<file path="src/hw/rtl/ecd_pkg.sv">
// ----------------------------------------------------------------------------
// ecd_pkg: shared definitions of the EMA crossover detector
// Widths, register indexes, order codes and controller/datapath bundles.
// ----------------------------------------------------------------------------
package ecd_pkg;

  localparam int unsigned SAMPLES_PER_BAR_DEF = 5;
  localparam int unsigned FILL_W   = 3;
  localparam int unsigned PRICE_W  = 32;
  localparam int unsigned TIME_W   = 32;
  localparam int unsigned SYM_W    = 16;
  localparam int unsigned PERIOD_W = 8;
  localparam int unsigned SUM_W    = 40;
  localparam int unsigned EMA_W    = 48;
  localparam int unsigned FRAC_EXT = 16;
  localparam int unsigned DVD_W    = SUM_W + FRAC_EXT;
  localparam int unsigned DVS_W    = PERIOD_W + 1;
  localparam int unsigned CNT_W    = $clog2(DVD_W + 1);
  localparam int unsigned IN_DATA_W  = 80;
  localparam int unsigned OUT_DATA_W = 144;
  localparam int unsigned OUT_USER_W = 3;
  localparam int unsigned IDX_W      = 8;

  localparam logic [PERIOD_W-1:0] SHORT_PERIOD_RST = 8'd9;
  localparam logic [PERIOD_W-1:0] LONG_PERIOD_RST  = 8'd21;
  localparam logic [PERIOD_W-1:0] BARS_MAX         = 8'd255;

  localparam logic [IDX_W-1:0] REG_SHORT_PERIOD = 8'd0;
  localparam logic [IDX_W-1:0] REG_LONG_PERIOD  = 8'd1;

  typedef enum logic [1:0] {
    ORDER_UNDEF = 2'd0,
    ORDER_ABOVE = 2'd1,
    ORDER_BELOW = 2'd2
  } order_t;

  typedef struct packed {
    logic capture;
    logic sel_long;
    logic div_start;
    logic apply;
    logic load_out;
  } cmd_t;

  typedef struct packed {
    logic bar_done;
    logic need_div;
    logic div_done;
    logic out_busy;
  } sts_t;

endpackage

</file>
<file path="src/hw/rtl/ecd_divider.sv">
// ----------------------------------------------------------------------------
// ecd_divider: restoring divider, one quotient bit per cycle
// Latches the operands on start and pulses done with the quotient held.
// ----------------------------------------------------------------------------
module ecd_divider
  import ecd_pkg::*;
(
  input  logic             clk,
  input  logic             rst_n,
  input  logic             start,
  input  logic [DVD_W-1:0] dividend,
  input  logic [DVS_W-1:0] divisor,
  output logic [DVD_W-1:0] quotient,
  output logic             done
);

  logic [DVD_W-1:0] quo_r, quo_nxt;
  logic [DVS_W-1:0] rem_r, rem_nxt;
  logic [DVS_W-1:0] dvs_r, dvs_nxt;
  logic [CNT_W-1:0] cnt_r, cnt_nxt;
  logic             busy_r, busy_nxt;
  logic             done_r, done_nxt;
  logic [DVS_W:0]   trial;
  logic [DVS_W:0]   diff;

  always_comb begin
    trial    = {rem_r, quo_r[DVD_W-1]};
    diff     = trial - {1'b0, dvs_r};
    quo_nxt  = quo_r;
    rem_nxt  = rem_r;
    dvs_nxt  = dvs_r;
    cnt_nxt  = cnt_r;
    busy_nxt = busy_r;
    done_nxt = 1'b0;
    if (start) begin
      quo_nxt  = dividend;
      rem_nxt  = '0;
      dvs_nxt  = divisor;
      cnt_nxt  = CNT_W'(DVD_W);
      busy_nxt = 1'b1;
    end else if (busy_r) begin
      // restore when the trial subtraction goes negative
      if (diff[DVS_W]) begin
        rem_nxt = trial[DVS_W-1:0];
        quo_nxt = {quo_r[DVD_W-2:0], 1'b0};
      end else begin
        rem_nxt = diff[DVS_W-1:0];
        quo_nxt = {quo_r[DVD_W-2:0], 1'b1};
      end
      cnt_nxt = cnt_r - CNT_W'(1);
      if (cnt_r == CNT_W'(1)) begin
        busy_nxt = 1'b0;
        done_nxt = 1'b1;
      end
    end
  end

  always_ff @(posedge clk) begin
    quo_r <= quo_nxt;
    rem_r <= rem_nxt;
    dvs_r <= dvs_nxt;
    if (!rst_n) begin
      cnt_r  <= '0;
      busy_r <= 1'b0;
      done_r <= 1'b0;
    end else begin
      cnt_r  <= cnt_nxt;
      busy_r <= busy_nxt;
      done_r <= done_nxt;
    end
  end

  assign quotient = quo_r;
  assign done     = done_r;

endmodule

</file>
<file path="src/hw/rtl/ecd_datapath.sv">
// ----------------------------------------------------------------------------
// ecd_datapath: bar, running sum, EMA state and result register
// Executes controller commands; shares one divider between both averages.
// ----------------------------------------------------------------------------
module ecd_datapath
  import ecd_pkg::*;
#(
  parameter int unsigned SAMPLES_PER_BAR = SAMPLES_PER_BAR_DEF
) (
  input  logic                  clk,
  input  logic                  rst_n,
  input  cmd_t                  cmd,
  output sts_t                  sts,
  input  logic [IN_DATA_W-1:0]  in_tdata,
  input  logic                  cfg_valid,
  input  logic [IDX_W-1:0]      cfg_index,
  input  logic [PERIOD_W-1:0]   cfg_data,
  output logic                  out_tvalid,
  input  logic                  out_tready,
  output logic [OUT_DATA_W-1:0] out_tdata,
  output logic [OUT_USER_W-1:0] out_tuser
);

  logic [PERIOD_W-1:0] short_period_r, short_period_nxt;
  logic [PERIOD_W-1:0] long_period_r, long_period_nxt;
  logic [FILL_W-1:0]   bar_fill_r, bar_fill_nxt;
  logic [TIME_W-1:0]   bar_start_r, bar_start_nxt;
  logic [PERIOD_W-1:0] bars_seen_r, bars_seen_nxt;
  logic [SUM_W-1:0]    close_sum_r, close_sum_nxt;
  logic [EMA_W-1:0]    short_ema_r, short_ema_nxt;
  logic [EMA_W-1:0]    long_ema_r, long_ema_nxt;
  logic                short_rdy_r, short_rdy_nxt;
  logic                long_rdy_r, long_rdy_nxt;
  order_t              last_order_r, last_order_nxt;
  logic [PRICE_W-1:0]  close_r, close_nxt;
  logic [SYM_W-1:0]    sym_r, sym_nxt;
  logic                done_r, done_nxt;
  logic                out_valid_r, out_valid_nxt;
  logic [OUT_DATA_W-1:0] out_data_r, out_data_nxt;
  logic [OUT_USER_W-1:0] out_user_r, out_user_nxt;

  logic [PRICE_W-1:0]  in_close;
  logic [TIME_W-1:0]   in_time;
  logic [SYM_W-1:0]    in_sym;
  logic [FILL_W-1:0]   fill_inc;
  logic [PERIOD_W-1:0] period_sel;
  logic [PERIOD_W-1:0] p_eff;
  logic [EMA_W-1:0]    ema_sel;
  logic                rdy_sel;
  logic                seed_sel;
  logic [EMA_W-1:0]    close24;
  logic                ge;
  logic [EMA_W-1:0]    diff;
  logic [DVD_W-1:0]    dividend;
  logic [DVS_W-1:0]    divisor;
  logic [DVD_W-1:0]    quotient;
  logic                div_done;
  logic [EMA_W-1:0]    ema_new;
  order_t              cur_order;
  logic                sig;
  logic [PRICE_W-1:0]  sig_price;
  logic [TIME_W-1:0]   sig_time;
  logic [SYM_W-1:0]    sig_sym;

  assign in_close = in_tdata[PRICE_W-1:0];
  assign in_time  = in_tdata[PRICE_W+TIME_W-1:PRICE_W];
  assign in_sym   = in_tdata[PRICE_W+TIME_W+SYM_W-1:PRICE_W+TIME_W];
  assign fill_inc = bar_fill_r + FILL_W'(1);

  // operand selection for the average being worked on
  always_comb begin
    period_sel = cmd.sel_long ? long_period_r : short_period_r;
    p_eff      = (period_sel == '0) ? PERIOD_W'(1) : period_sel;
    ema_sel    = cmd.sel_long ? long_ema_r : short_ema_r;
    rdy_sel    = cmd.sel_long ? long_rdy_r : short_rdy_r;
    seed_sel   = !rdy_sel && (bars_seen_r >= p_eff);
    close24    = {close_r, FRAC_EXT'(0)};
    ge         = close24 >= ema_sel;
    diff       = ge ? (close24 - ema_sel) : (ema_sel - close24);
    if (seed_sel) begin
      dividend = {close_sum_r, FRAC_EXT'(0)};
      divisor  = {1'b0, bars_seen_r};
    end else begin
      dividend = DVD_W'({diff, 1'b0});
      divisor  = {1'b0, p_eff} + DVS_W'(1);
    end
    if (seed_sel) begin
      ema_new = quotient[EMA_W-1:0];
    end else if (ge) begin
      ema_new = ema_sel + quotient[EMA_W-1:0];
    end else begin
      ema_new = ema_sel - quotient[EMA_W-1:0];
    end
  end

  ecd_divider u_div (
    .clk      (clk),
    .rst_n    (rst_n),
    .start    (cmd.div_start),
    .dividend (dividend),
    .divisor  (divisor),
    .quotient (quotient),
    .done     (div_done)
  );

  always_comb begin
    cur_order = (short_ema_r > long_ema_r) ? ORDER_ABOVE : ORDER_BELOW;
    sig       = done_r && short_rdy_r && long_rdy_r &&
                (last_order_r != ORDER_UNDEF) && (cur_order != last_order_r);
    sig_price = sig ? close_r : '0;
    sig_time  = sig ? bar_start_r : '0;
    sig_sym   = sig ? sym_r : '0;
  end

  always_comb begin
    short_period_nxt = short_period_r;
    long_period_nxt  = long_period_r;
    bar_fill_nxt     = bar_fill_r;
    bar_start_nxt    = bar_start_r;
    bars_seen_nxt    = bars_seen_r;
    close_sum_nxt    = close_sum_r;
    short_ema_nxt    = short_ema_r;
    long_ema_nxt     = long_ema_r;
    short_rdy_nxt    = short_rdy_r;
    long_rdy_nxt     = long_rdy_r;
    last_order_nxt   = last_order_r;
    close_nxt        = close_r;
    sym_nxt          = sym_r;
    done_nxt         = done_r;
    out_valid_nxt    = out_valid_r;
    out_data_nxt     = out_data_r;
    out_user_nxt     = out_user_r;

    if (cfg_valid) begin
      if (cfg_index == REG_SHORT_PERIOD) short_period_nxt = cfg_data;
      if (cfg_index == REG_LONG_PERIOD)  long_period_nxt  = cfg_data;
    end

    if (cmd.capture) begin
      close_nxt = in_close;
      sym_nxt   = in_sym;
      if (bar_fill_r == '0) bar_start_nxt = in_time;
      if (fill_inc >= FILL_W'(SAMPLES_PER_BAR)) begin
        done_nxt     = 1'b1;
        bar_fill_nxt = '0;
        if (bars_seen_r < BARS_MAX) begin
          close_sum_nxt = close_sum_r + SUM_W'(in_close);
          bars_seen_nxt = bars_seen_r + PERIOD_W'(1);
        end
      end else begin
        done_nxt     = 1'b0;
        bar_fill_nxt = fill_inc;
      end
    end

    if (cmd.apply) begin
      if (cmd.sel_long) begin
        long_ema_nxt = ema_new;
        long_rdy_nxt = 1'b1;
      end else begin
        short_ema_nxt = ema_new;
        short_rdy_nxt = 1'b1;
      end
    end

    if (out_valid_r && out_tready) out_valid_nxt = 1'b0;

    if (cmd.load_out) begin
      if (done_r && short_rdy_r && long_rdy_r) last_order_nxt = cur_order;
      out_valid_nxt = 1'b1;
      out_data_nxt  = {long_ema_r[EMA_W-1:FRAC_EXT], short_ema_r[EMA_W-1:FRAC_EXT],
                       sig_sym, sig_time, sig_price};
      out_user_nxt  = {sig && (cur_order == ORDER_ABOVE), sig, done_r};
    end
  end

  always_ff @(posedge clk) begin
    bar_start_r <= bar_start_nxt;
    close_r     <= close_nxt;
    sym_r       <= sym_nxt;
    out_data_r  <= out_data_nxt;
    out_user_r  <= out_user_nxt;
    if (!rst_n) begin
      short_period_r <= SHORT_PERIOD_RST;
      long_period_r  <= LONG_PERIOD_RST;
      bar_fill_r     <= '0;
      bars_seen_r    <= '0;
      close_sum_r    <= '0;
      short_ema_r    <= '0;
      long_ema_r     <= '0;
      short_rdy_r    <= 1'b0;
      long_rdy_r     <= 1'b0;
      last_order_r   <= ORDER_UNDEF;
      done_r         <= 1'b0;
      out_valid_r    <= 1'b0;
    end else begin
      short_period_r <= short_period_nxt;
      long_period_r  <= long_period_nxt;
      bar_fill_r     <= bar_fill_nxt;
      bars_seen_r    <= bars_seen_nxt;
      close_sum_r    <= close_sum_nxt;
      short_ema_r    <= short_ema_nxt;
      long_ema_r     <= long_ema_nxt;
      short_rdy_r    <= short_rdy_nxt;
      long_rdy_r     <= long_rdy_nxt;
      last_order_r   <= last_order_nxt;
      done_r         <= done_nxt;
      out_valid_r    <= out_valid_nxt;
    end
  end

  assign sts.bar_done = done_r;
  assign sts.need_div = seed_sel || rdy_sel;
  assign sts.div_done = div_done;
  assign sts.out_busy = out_valid_r && !out_tready;

  assign out_tvalid = out_valid_r;
  assign out_tdata  = out_data_r;
  assign out_tuser  = out_user_r;

endmodule

</file>
<file path="src/hw/rtl/ecd_ctrl.sv">
// ----------------------------------------------------------------------------
// ecd_ctrl: sequencing state machine
// Captures a sample, runs the short then the long average, loads the result.
// ----------------------------------------------------------------------------
module ecd_ctrl
  import ecd_pkg::*;
(
  input  logic clk,
  input  logic rst_n,
  input  logic in_tvalid,
  output logic in_tready,
  input  sts_t sts,
  output cmd_t cmd
);

  typedef enum logic [5:0] {
    ST_IDLE       = 6'b000001,
    ST_SHORT_CHK  = 6'b000010,
    ST_SHORT_WAIT = 6'b000100,
    ST_LONG_CHK   = 6'b001000,
    ST_LONG_WAIT  = 6'b010000,
    ST_FINISH     = 6'b100000
  } state_t;

  state_t state_r, state_nxt;

  always_comb begin
    state_nxt = state_r;
    cmd       = '0;
    in_tready = 1'b0;
    unique case (state_r)
      ST_IDLE: begin
        in_tready = 1'b1;
        if (in_tvalid) begin
          cmd.capture = 1'b1;
          state_nxt   = ST_SHORT_CHK;
        end
      end
      ST_SHORT_CHK: begin
        if (sts.bar_done && sts.need_div) begin
          cmd.div_start = 1'b1;
          state_nxt     = ST_SHORT_WAIT;
        end else begin
          state_nxt = ST_LONG_CHK;
        end
      end
      ST_SHORT_WAIT: begin
        if (sts.div_done) begin
          cmd.apply = 1'b1;
          state_nxt = ST_LONG_CHK;
        end
      end
      ST_LONG_CHK: begin
        cmd.sel_long = 1'b1;
        if (sts.bar_done && sts.need_div) begin
          cmd.div_start = 1'b1;
          state_nxt     = ST_LONG_WAIT;
        end else begin
          state_nxt = ST_FINISH;
        end
      end
      ST_LONG_WAIT: begin
        cmd.sel_long = 1'b1;
        if (sts.div_done) begin
          cmd.apply = 1'b1;
          state_nxt = ST_FINISH;
        end
      end
      ST_FINISH: begin
        // hold until the result register is free
        if (!sts.out_busy) begin
          cmd.load_out = 1'b1;
          state_nxt    = ST_IDLE;
        end
      end
      default: state_nxt = ST_IDLE;
    endcase
  end

  always_ff @(posedge clk) begin
    if (!rst_n) state_r <= ST_IDLE;
    else        state_r <= state_nxt;
  end

endmodule

</file>
<file path="src/hw/rtl/ema_crossover_detector_top.sv">
// ----------------------------------------------------------------------------
// ema_crossover_detector_top: bar builder and EMA crossover signal generator
// Top level: stream ports, configuration port, controller and datapath.
// ----------------------------------------------------------------------------
// Each input transaction is one sample; every SAMPLES_PER_BAR samples make a
// bar whose close drives a short and a long EMA, and each sample gives exactly
// one result transaction. A sample that does not close a bar passes through the
// short check, long check and finish states, and its result is loaded in finish. A
// bar-closing sample also waits on one shared restoring divider producing one
// bit per cycle, run for each average that needs a seed or an update, short
// then long. A held result delays the next load until out_tready. The next
// sample is accepted once the result has been loaded, even while it still
// waits on out_tready. Configuration writes are taken in any cycle (cfg_ready
// is always high).
module ema_crossover_detector_top
  import ecd_pkg::*;
#(
  parameter int unsigned SAMPLES_PER_BAR = SAMPLES_PER_BAR_DEF
) (
  input  logic                  clk,
  input  logic                  rst_n,
  input  logic                  in_tvalid,
  output logic                  in_tready,
  // close_price[31:0], sample_time[63:32], symbol_tag[79:64]
  input  logic [IN_DATA_W-1:0]  in_tdata,
  output logic                  out_tvalid,
  input  logic                  out_tready,
  // signal_price[31:0], signal_time[63:32], signal_symbol[79:64],
  // short_average[111:80], long_average[143:112]
  output logic [OUT_DATA_W-1:0] out_tdata,
  // bar_done[0], signal_valid[1], signal_side[2]
  output logic [OUT_USER_W-1:0] out_tuser,
  input  logic                  cfg_valid,
  output logic                  cfg_ready,
  input  logic [IDX_W-1:0]      cfg_index,
  input  logic [PERIOD_W-1:0]   cfg_data
);

  cmd_t cmd;
  sts_t sts;

  assign cfg_ready = 1'b1;

  ecd_ctrl u_ctrl (
    .clk       (clk),
    .rst_n     (rst_n),
    .in_tvalid (in_tvalid),
    .in_tready (in_tready),
    .sts       (sts),
    .cmd       (cmd)
  );

  ecd_datapath #(
    .SAMPLES_PER_BAR (SAMPLES_PER_BAR)
  ) u_dp (
    .clk        (clk),
    .rst_n      (rst_n),
    .cmd        (cmd),
    .sts        (sts),
    .in_tdata   (in_tdata),
    .cfg_valid  (cfg_valid),
    .cfg_index  (cfg_index),
    .cfg_data   (cfg_data),
    .out_tvalid (out_tvalid),
    .out_tready (out_tready),
    .out_tdata  (out_tdata),
    .out_tuser  (out_tuser)
  );

`ifndef SYNTHESIS
  a_busy_after_accept: assert property (@(posedge clk) disable iff (!rst_n)
    (in_tvalid && in_tready) |=> !in_tready)
    else $error("input accepted while previous sample in progress");

  a_div_only_on_bar: assert property (@(posedge clk) disable iff (!rst_n)
    cmd.div_start |-> sts.bar_done)
    else $error("divider started without a completed bar");

  a_no_overwrite: assert property (@(posedge clk) disable iff (!rst_n)
    cmd.load_out |-> !(out_tvalid && !out_tready))
    else $error("result register overwritten while held");
`endif

endmodule

</file>
<file path="config.mk">
export PLATFORM = sky130hd
export DESIGN_NAME = ema_crossover_detector_top
export DESIGN_NICKNAME = d
export VERILOG_FILES = /design/src/hw/rtl/ecd_pkg.sv /design/src/hw/rtl/ecd_divider.sv /design/src/hw/rtl/ecd_datapath.sv /design/src/hw/rtl/ecd_ctrl.sv /design/src/hw/rtl/ema_crossover_detector_top.sv
export SDC_FILE = /design/constraint.sdc
export NUM_CORES = 1
export LEC_CHECK = 0
export BUFFER_PORTS_ARGS = -buffer_cell sky130_fd_sc_hd__clkbuf_2
export CORE_MARGIN = 2
export CORE_UTILIZATION = 50
export CTS_BUF_LIST = sky130_fd_sc_hd__clkbuf_4 sky130_fd_sc_hd__clkbuf_8 sky130_fd_sc_hd__clkbuf_16
export DETAILED_ROUTE_END_ITERATION = 8
export PLACE_DENSITY = 0.66
export REMOVE_ABC_BUFFERS = 1
export SLEW_MARGIN = 10
export SYNTH_ARGS = -nofsm -noshare
export SYNTH_HDL_FRONTEND = slang
export SYNTH_HIERARCHICAL = 1
export SYNTH_SLANG_ARGS = --single-unit
export TNS_END_PERCENT = 10
</file>
<file path="constraint.sdc">
create_clock -name clk -period 47.4 [get_ports clk]
set_clock_uncertainty 0.05 [all_clocks]
set_input_delay 2.37 -clock clk [delete_from_list [all_inputs] [get_ports clk]]
set_output_delay 2.37 -clock clk [all_outputs]
set_load 0.005 [all_outputs]
</file>
==> results of run 1 <==
==> flip-flops by register name, summed over array words and instances (netlist names), 9 cells and up <==
register	cells
u_dp/u_div/dvs_r	9
u_dp/bar_start_r	32
u_dp/short_ema_r	48
u_dp/out_tdata	144
u_dp/u_div/quotient	56
u_dp/close_sum_r	40
u_dp/close_r	32
u_dp/long_ema_r	48
u_dp/u_div/rem_r	9
u_dp/sym_r	16
==> metrics by stage <==
step | setup WS [ns] | area (µm²) | util | cells | total power, mW
2_1_floorplan | 26.78 | 29500 | - | 3024 | 0.580
3_3_place_gp | 38.54 | 32000 | 0.533 | 4080 | 0.626
3_5_place_dp | 38.32 | 32000 | 0.533 | 4080 | 0.628
4_1_cts | 38.28 | 33800 | 0.562 | 4178 | 1.05
5_1_grt | 37.58 | 33800 | 0.562 | 4180 | 1.09
6_report | 38.15 | 33800 | 0.562 | 4180 | 1.05
==> area by class of cell <==
class	count	area [µm²]	share of cell area
clock inverter	26	282	0.00834
timing repair buffer	274	1430	0.0425
inverter	177	666	0.0197
antenna	2	5.00	0.000148
clock buffer	72	1510	0.0446
tap	782	978	0.0290
multi-input combinational	2363	16300	0.482
sequential	484	12600	0.374
==> path summary, 6_finish.rpt <==
| check | startpoint | end | cells past startpoint |
|---|---|---|---|
| worst max-delay path | u_ctrl/state_r[2]$_SDFFE_PN0P_ | u_dp/long_ema_r[47]$_SDFFE_PN0P_ | 26 |
| worst min-delay path | u_dp/long_ema_r[24]$_SDFFE_PN0P_ | u_dp/out_tdata[120]$_DFFE_PP_ | 0 |
| worst max register to register | u_ctrl/state_r[2]$_SDFFE_PN0P_ | u_dp/long_ema_r[47]$_SDFFE_PN0P_ | 26 |
| worst min register to register | u_dp/long_ema_r[24]$_SDFFE_PN0P_ | u_dp/out_tdata[120]$_DFFE_PP_ | 0 |
==> Yosys cell counts (16+ instances only) <==
master / n / share of area
edfxtp_1: 292 / 0.29
a21oi_1: 285 / 0.047
nor2_1: 266 / 0.033
ha_1: 218 / 0.090
o21ai_0: 206 / 0.034
nand2_1: 199 / 0.025
dfxtp_1: 192 / 0.13
inv_1: 177 / 0.022
clkbuf_1: 118 / 0.015
xnor2_1: 113 / 0.033
and3_1: 101 / 0.021
mux2i_1: 82 / 0.027
mux2_2: 69 / 0.026
a21o_1: 68 / 0.017
nor3_1: 64 / 0.011
a211oi_1: 63 / 0.016
nand3_1: 54 / 0.0089
xor2_1: 49 / 0.014
nand4_1: 46 / 0.0095
o21a_1: 37 / 0.0092
or3_1: 36 / 0.0075
o21bai_1: 35 / 0.0087
nand2b_1: 28 / 0.0058
a31oi_1: 26 / 0.0054
and2_1: 25 / 0.0052
o31ai_1: 25 / 0.0062
o211ai_1: 24 / 0.0060
nor2b_1: 21 / 0.0043
buf_2: 20 / 0.0033
nor4_1: 18 / 0.0037
buf_1: 16 / 0.0020
==> layout by cell type (no fill, tap or decap), drive strengths merged, types with 10 or more instances in the layout <==
cell,n
a211oi,64
a21o,68
a21oi,286
a311oi,10
a31oi,26
and2,25
and3,104
buf,25
clkbuf,321
clkinv,20
dfxtp,192
edfxtp,292
ha,218
inv,177
mux2,69
mux2i,83
nand2,199
nand2b,28
nand3,54
nand4,46
nor2,266
nor2b,21
nor3,67
nor4,20
o211ai,24
o21a,37
o21ai,211
o21bai,35
o31ai,26
o41ai,12
or3,39
or4,16
xnor2,113
xor2,49
==> per-layer routing <==
metal  GRT usage  up-vias  wire length (µm)
met2       0.427      897             38900
met3      0.0365      104              6110
met4      0.0654        0              1820
met5           0        -                 0
met1       0.417    12295             42000
li1            -    12054                 -
==> worst max-delay path, stage by stage (launching register included) <==
cell and delay, ns:
dfxtp_1 0.40, nor4_1 0.51, a21boi_4 0.25, buf_4 0.40, buf_4 0.75, mux2i_1 0.46
inv_1 0.15, ha_1 0.38, a21oi_1 0.26, o21ai_0 0.18, a31oi_1 0.31, o2111a_1 0.31
o21a_2 0.50, buf_4 0.70, o41ai_1 0.21, xnor2_1 0.17, ha_1 0.39, a21o_1 0.20
a21o_1 0.21, a2111oi_0 0.62, nor2_1 0.09, a21oi_1 0.50, o31ai_1 0.24, a31oi_1 0.26
mux2i_1 0.25, xnor2_1 0.17, a21oi_1 0.10
==> logic make-up (layout without fill, tap and decap cells) <==
kind of cell,count (synthesis),count (layout)
AO/OA/AOI/OAI,897,897
XOR/XNOR,162,162
adder cells (fa/ha/maj),222,222
buffers and inverters,345,549
flip-flops,484,484
multiplexers,152,152
other,2,4
AND/OR/NAND/NOR,928,928
==> power by group through the flow <==
stage | combinational [mW] | clock (mW) | sequential [mW]
floorplan | 0.110 | 0 | 0.470
global placement | 0.152 | 0 | 0.474
detailed placement | 0.153 | 0 | 0.474
CTS | 0.154 | 0.432 | 0.465
global route | 0.172 | 0.448 | 0.467
finish | 0.157 | 0.424 | 0.466
==> results.py, run 1 <==
metrics = {
    "worst_setup_path": {
        "r2r_slack_ns": 38.15,
        "cp-start-kind": "register",
        "crit_required_ns": 47.80,
        "worstPathArrival_ns": 9.65,
        "path_class": "register to register",
        "crit_fanout": 68,
        "endpoint_kind": "register",
    },
    "clock_network": {
        "cts_tree": "built",
        "root_buffer": "clkbuf_16",
        "clock_sinks": 484,
        "cts.htree.levels": 2,
        "cts_hold_buf": 0,
        "post_cts_resize_count": 0,
        "clkTransAtPathRegs_ns": 0.06,
        "cts_buffers": 52,
        "post_cts_buffers": 0,
        "clock_latency_ns": 0.61,
        "clockBufferDepth": 3,
    },
    "timing": {
        "drv_slew": 0,
        "final.period_utilization": 0.195,
        "tightest_slew_ns": 1.13,
        "slew_headroom": 0.237,
        "setup_viol": 0,
        "fin_hold_ws_ns": 0.421,
        "hold_viol_final": 0,
        "setup_tns_ns": 0,
        "rsz0062_at_grt": "no",
        "fmax_ghz": 0.108,
        "period_minus_slack_ns": 9.25,
    },
    "global_route": {
        "grt_max_degree": 85,
        "grt_pass1_vias": 24052,
        "grt_pass1_wl_um": 138000,
        "antenna_found_initial": 2,
        "grt_usage": 0.279,
        "overflow": 0,
    },
    "synth": {
        "synth_warnings": 6,
        "synth_edf_count": 292,
        "synth-compound-area-share": 0.188,
        "syn_area_um2": 30200,
        "async_reset_ff_frac": 0,
        "ys_types": 105,
        "synth_top_family_by_area": "compound AO/OA/AOI/OAI gates",
        "ys_ff_latch": 484,
        "synth_mux_area_frac": 0.0533,
        "synthXorXnorAreaFrac": 0.0470,
        "ys_seq_area_frac": 0.417,
        "syn_inst": 3192,
        "synthFlopType": "edfxtp_1",
        "avgSynthCellArea_um2": 9.47,
        "synthSimpleGateAreaFrac": 0.155,
        "synthAdderAreaFrac": 0.0929,
    },
    "detailed_routing": {
        "drtAntennaViolNets": 0,
        "wl_per_cell_um": 21.3,
        "wirelength_um": 88900,
        "drt_iter0_markers": 2140,
        "drtPass1Iterations": 6,
        "drcViolationCount": 0,
        "vias": 25350,
        "vias_per_cell": 6.06,
    },
    "run_status": {
        "status": "finished, final reports clean",
    },
    "placement": {
        "io_buffers": 249,
        "hpwlAfterDp_um": 66100,
        "gp_congestion": 0.957,
    },
    "die": {
        "die_area_um2": 62400,
        "row_count": 90,
        "start_util": 0.503,
        "fp.dieH_um": 250,
        "die_x_um": 250,
        "ios": 251,
        "core_region_area_um2": 60000,
    },
    "power": {
        "clkPwrFrac": 0.405,
        "p_leak_nw": 13.8,
        "p_per_area_nw_per_um2": 31.0,
        "pwr-share-seq": 0.445,
        "p_comb_frac": 0.150,
        "p_switching_mw": 0.278,
        "p_sw_frac": 0.265,
        "peakVddDrop_uv": 28.4,
        "p_int_mw": 0.769,
    },
    "layout": {
        "fillers": 5354,
        "nets": 3675,
        "drive_gt1_frac": 0.145,
        "syn2layout_area_growth_pct": 11.7,
    },
    "worst_hold_path": {
        "worstHoldPathType": "register to register",
    },
    "flow_run": {
        "cap_violations": 0,
    },
}
No activity file was read; power rests on OpenSTA's default activity.
==> inputs of run 2 (changes only) <==
PLACE_DENSITY = 0.68   (was 0.66)
clock period = 7.8 ns   (was 47.4 ns; I/O delays follow)
==> run 2 against run 1 <==
Wire length is 5.0% higher. Critical path depth increased by 1. Cell area increased by 5.8%. Largest power group unchanged. Flip-flop and latch count is the same. Critical path type unchanged.
==> results.py, run 2 (synthesis gave the netlist of run 1 again) <==
metrics = {
    "worst_setup_path": {
        "worstPathArrival_ns": 7.78,
        "crit_fanout": 31,
        "crit_required_ns": 8.26,
        "endpoint_kind": "register",
        "path_class": "register to register",
        "cp-start-kind": "register",
    },
    "layout": {
        "mostFrequentLayoutCells": "edfxtp_1, a21oi_1, nor2_1",
        "multi_input_area_um2": 16300,
        "syn2layout_area_growth_pct": 18.2,
        "final_util": 0.595,
        "fillers": 5149,
        "layout_commonest_cell": "edfxtp_1",
        "drive_gt1_frac": 0.173,
        "regArea_um2": 12600,
        "diodes": 0,
        "largest_reg_flops": 144,
        "nets": 3887,
    },
    "power": {
        "peakVddDrop_uv": 224,
        "p_leak_nw": 14.8,
        "p_per_area_nw_per_um2": 185,
    },
    "flow_run": {
        "cap_violations": 0,
    },
    "detailed_routing": {
        "vias_per_cell": 5.96,
        "drcViolationCount": 0,
        "drtPass1Iterations": 6,
        "vias": 26160,
        "drt_iter0_markers": 2419,
        "wl_per_cell_um": 21.3,
        "wirelength_um": 93300,
        "drtAntennaViolNets": 0,
    },
    "timing": {
        "period_minus_slack_ns": 7.32,
        "fmax_ghz": 0.137,
        "setup_tns_ns": 0,
        "hold_viol_final": 0,
        "slew_headroom": 0.0939,
        "setup_viol": 0,
        "drv_slew": 0,
        "final.period_utilization": 0.939,
        "fin_hold_ws_ns": 0.189,
        "tightest_slew_ns": 1.36,
        "rsz0062_at_grt": "yes",
    },
    "clock_network": {
        "clkTransAtPathRegs_ns": 0.06,
        "cts.htree.levels": 2,
        "cts_tree": "built",
        "clock_latency_ns": 0.62,
        "post_cts_buffers": 0,
        "cts_buffers": 53,
        "root_buffer": "clkbuf_16",
        "clockBufferDepth": 3,
        "clock_sinks": 484,
    },
    "global_route": {
        "antenna_found_initial": 1,
        "overflow": 0,
        "grt_usage": 0.292,
        "grt_pass1_vias": 25347,
        "grt_pass1_wl_um": 144000,
        "grt_max_degree": 151,
    },
    "die": {
        "ios": 251,
        "fp.dieH_um": 250,
        "row_count": 90,
        "die_x_um": 250,
        "die_area_um2": 62400,
        "core_region_area_um2": 60000,
        "start_util": 0.503,
    },
    "placement": {
        "gp_congestion": 0.944,
        "io_buffers": 249,
        "hpwlAfterDp_um": 68000,
    },
    "run_status": {
        "status": "finished, final reports clean",
    },
    "worst_hold_path": {
        "worstHoldPathType": "input port to register",
    },
}
run 2: changes by cell type in the layout (fill, tap and decap cells not counted), sizes merged, moves of 4 or more:
cell | previous run | this run
buf | 25 | 148
dlygate4sd3 | 0 | 88
clkbuf | 321 | 315
bufinv | 6 | 10
clkinv | 20 | 16
run 2: timing repair:
action | in CTS | in global routing
endpoints found under the setup margin | 2 | 46
hold endpoints to repair | 93 | 0
hold buffers | 88 | 0
gates resized for setup | 1 | 8
run 2: final cells by class:
| cell class | count | area share |
|---|---|---|
| clock buffers | 66 | 0.0400 |
| clock inverters | 32 | 0.0123 |
| inverters | 177 | 0.0186 |
| multi-input cells | 2363 | 0.456 |
| flip-flops and latches | 484 | 0.353 |
| well taps | 782 | 0.0274 |
| repair buffers | 485 | 0.0923 |
run 2: final timing paths:
path / endpoint / cells past startpoint / start / slack, ns
worst min register to register: u_dp/close_sum_r[27]$_SDFFE_PN0P_ / 2 / u_dp/close_sum_r[27]$_SDFFE_PN0P_ / 0.43
worst max-delay path: u_dp/long_ema_r[24]$_SDFFE_PN0P_ / 27 / u_ctrl/state_r[2]$_SDFFE_PN0P_ / 0.48
worst max register to register: u_dp/long_ema_r[24]$_SDFFE_PN0P_ / 27 / u_ctrl/state_r[2]$_SDFFE_PN0P_ / 0.48
worst min-delay path: u_dp/out_tvalid$_SDFFE_PN0P_ / 5 / out_tready / 0.19
run 2: worst max-delay path, cell delays in order, from the launching register on:
cell,delay (ns)
dfxtp_1,0.40
nor4_1,0.44
a21boi_4,0.30
buf_12,0.27
buf_4,0.32
mux2i_1,0.29
inv_1,0.13
ha_1,0.40
and3_1,0.23
nand2_1,0.08
or4_1,0.54
o2111a_1,0.32
o21a_4,0.33
buf_4,0.19
o21ai_0,0.10
xnor2_1,0.15
ha_1,0.26
buf_4,0.13
o2111ai_1,0.16
o211a_1,0.29
o221a_2,0.32
buf_4,0.14
o41ai_1,0.42
a21oi_1,0.16
xor2_1,0.16
a21oi_1,0.31
nor2_1,0.10
a211oi_1,0.23
run 2: power breakdown:
part / leakage (nW) / switching, mW / internal, mW
sequential: 4.13 / 0.0544 / 2.78
combinational: 9.79 / 0.633 / 0.445
clock: 0.928 / 1.07 / 1.64
total: 14.8 / 1.76 / 4.86
run 2: per-stage QoR:
stage	area, µm²	power [mW]	setup slack, ns	std cells
after floorplan	29500	3.53	-12.82	3024
after global placement	32900	3.88	0.0871	4203
after detailed placement	32900	3.90	0.00724	4203
after CTS	35700	6.64	0.118	4389
after global routing	35700	6.86	-0.00811	4389
final	35700	6.62	0.479	4389
run 2: per-layer routing:
metal  vias up  global-route usage  share of wire
li1      12482                   -              -
met1     12612               0.424           0.46
met2       940               0.462           0.45
met3       126              0.0344          0.065
met4         0              0.0764          0.021
met5         -                   0              0
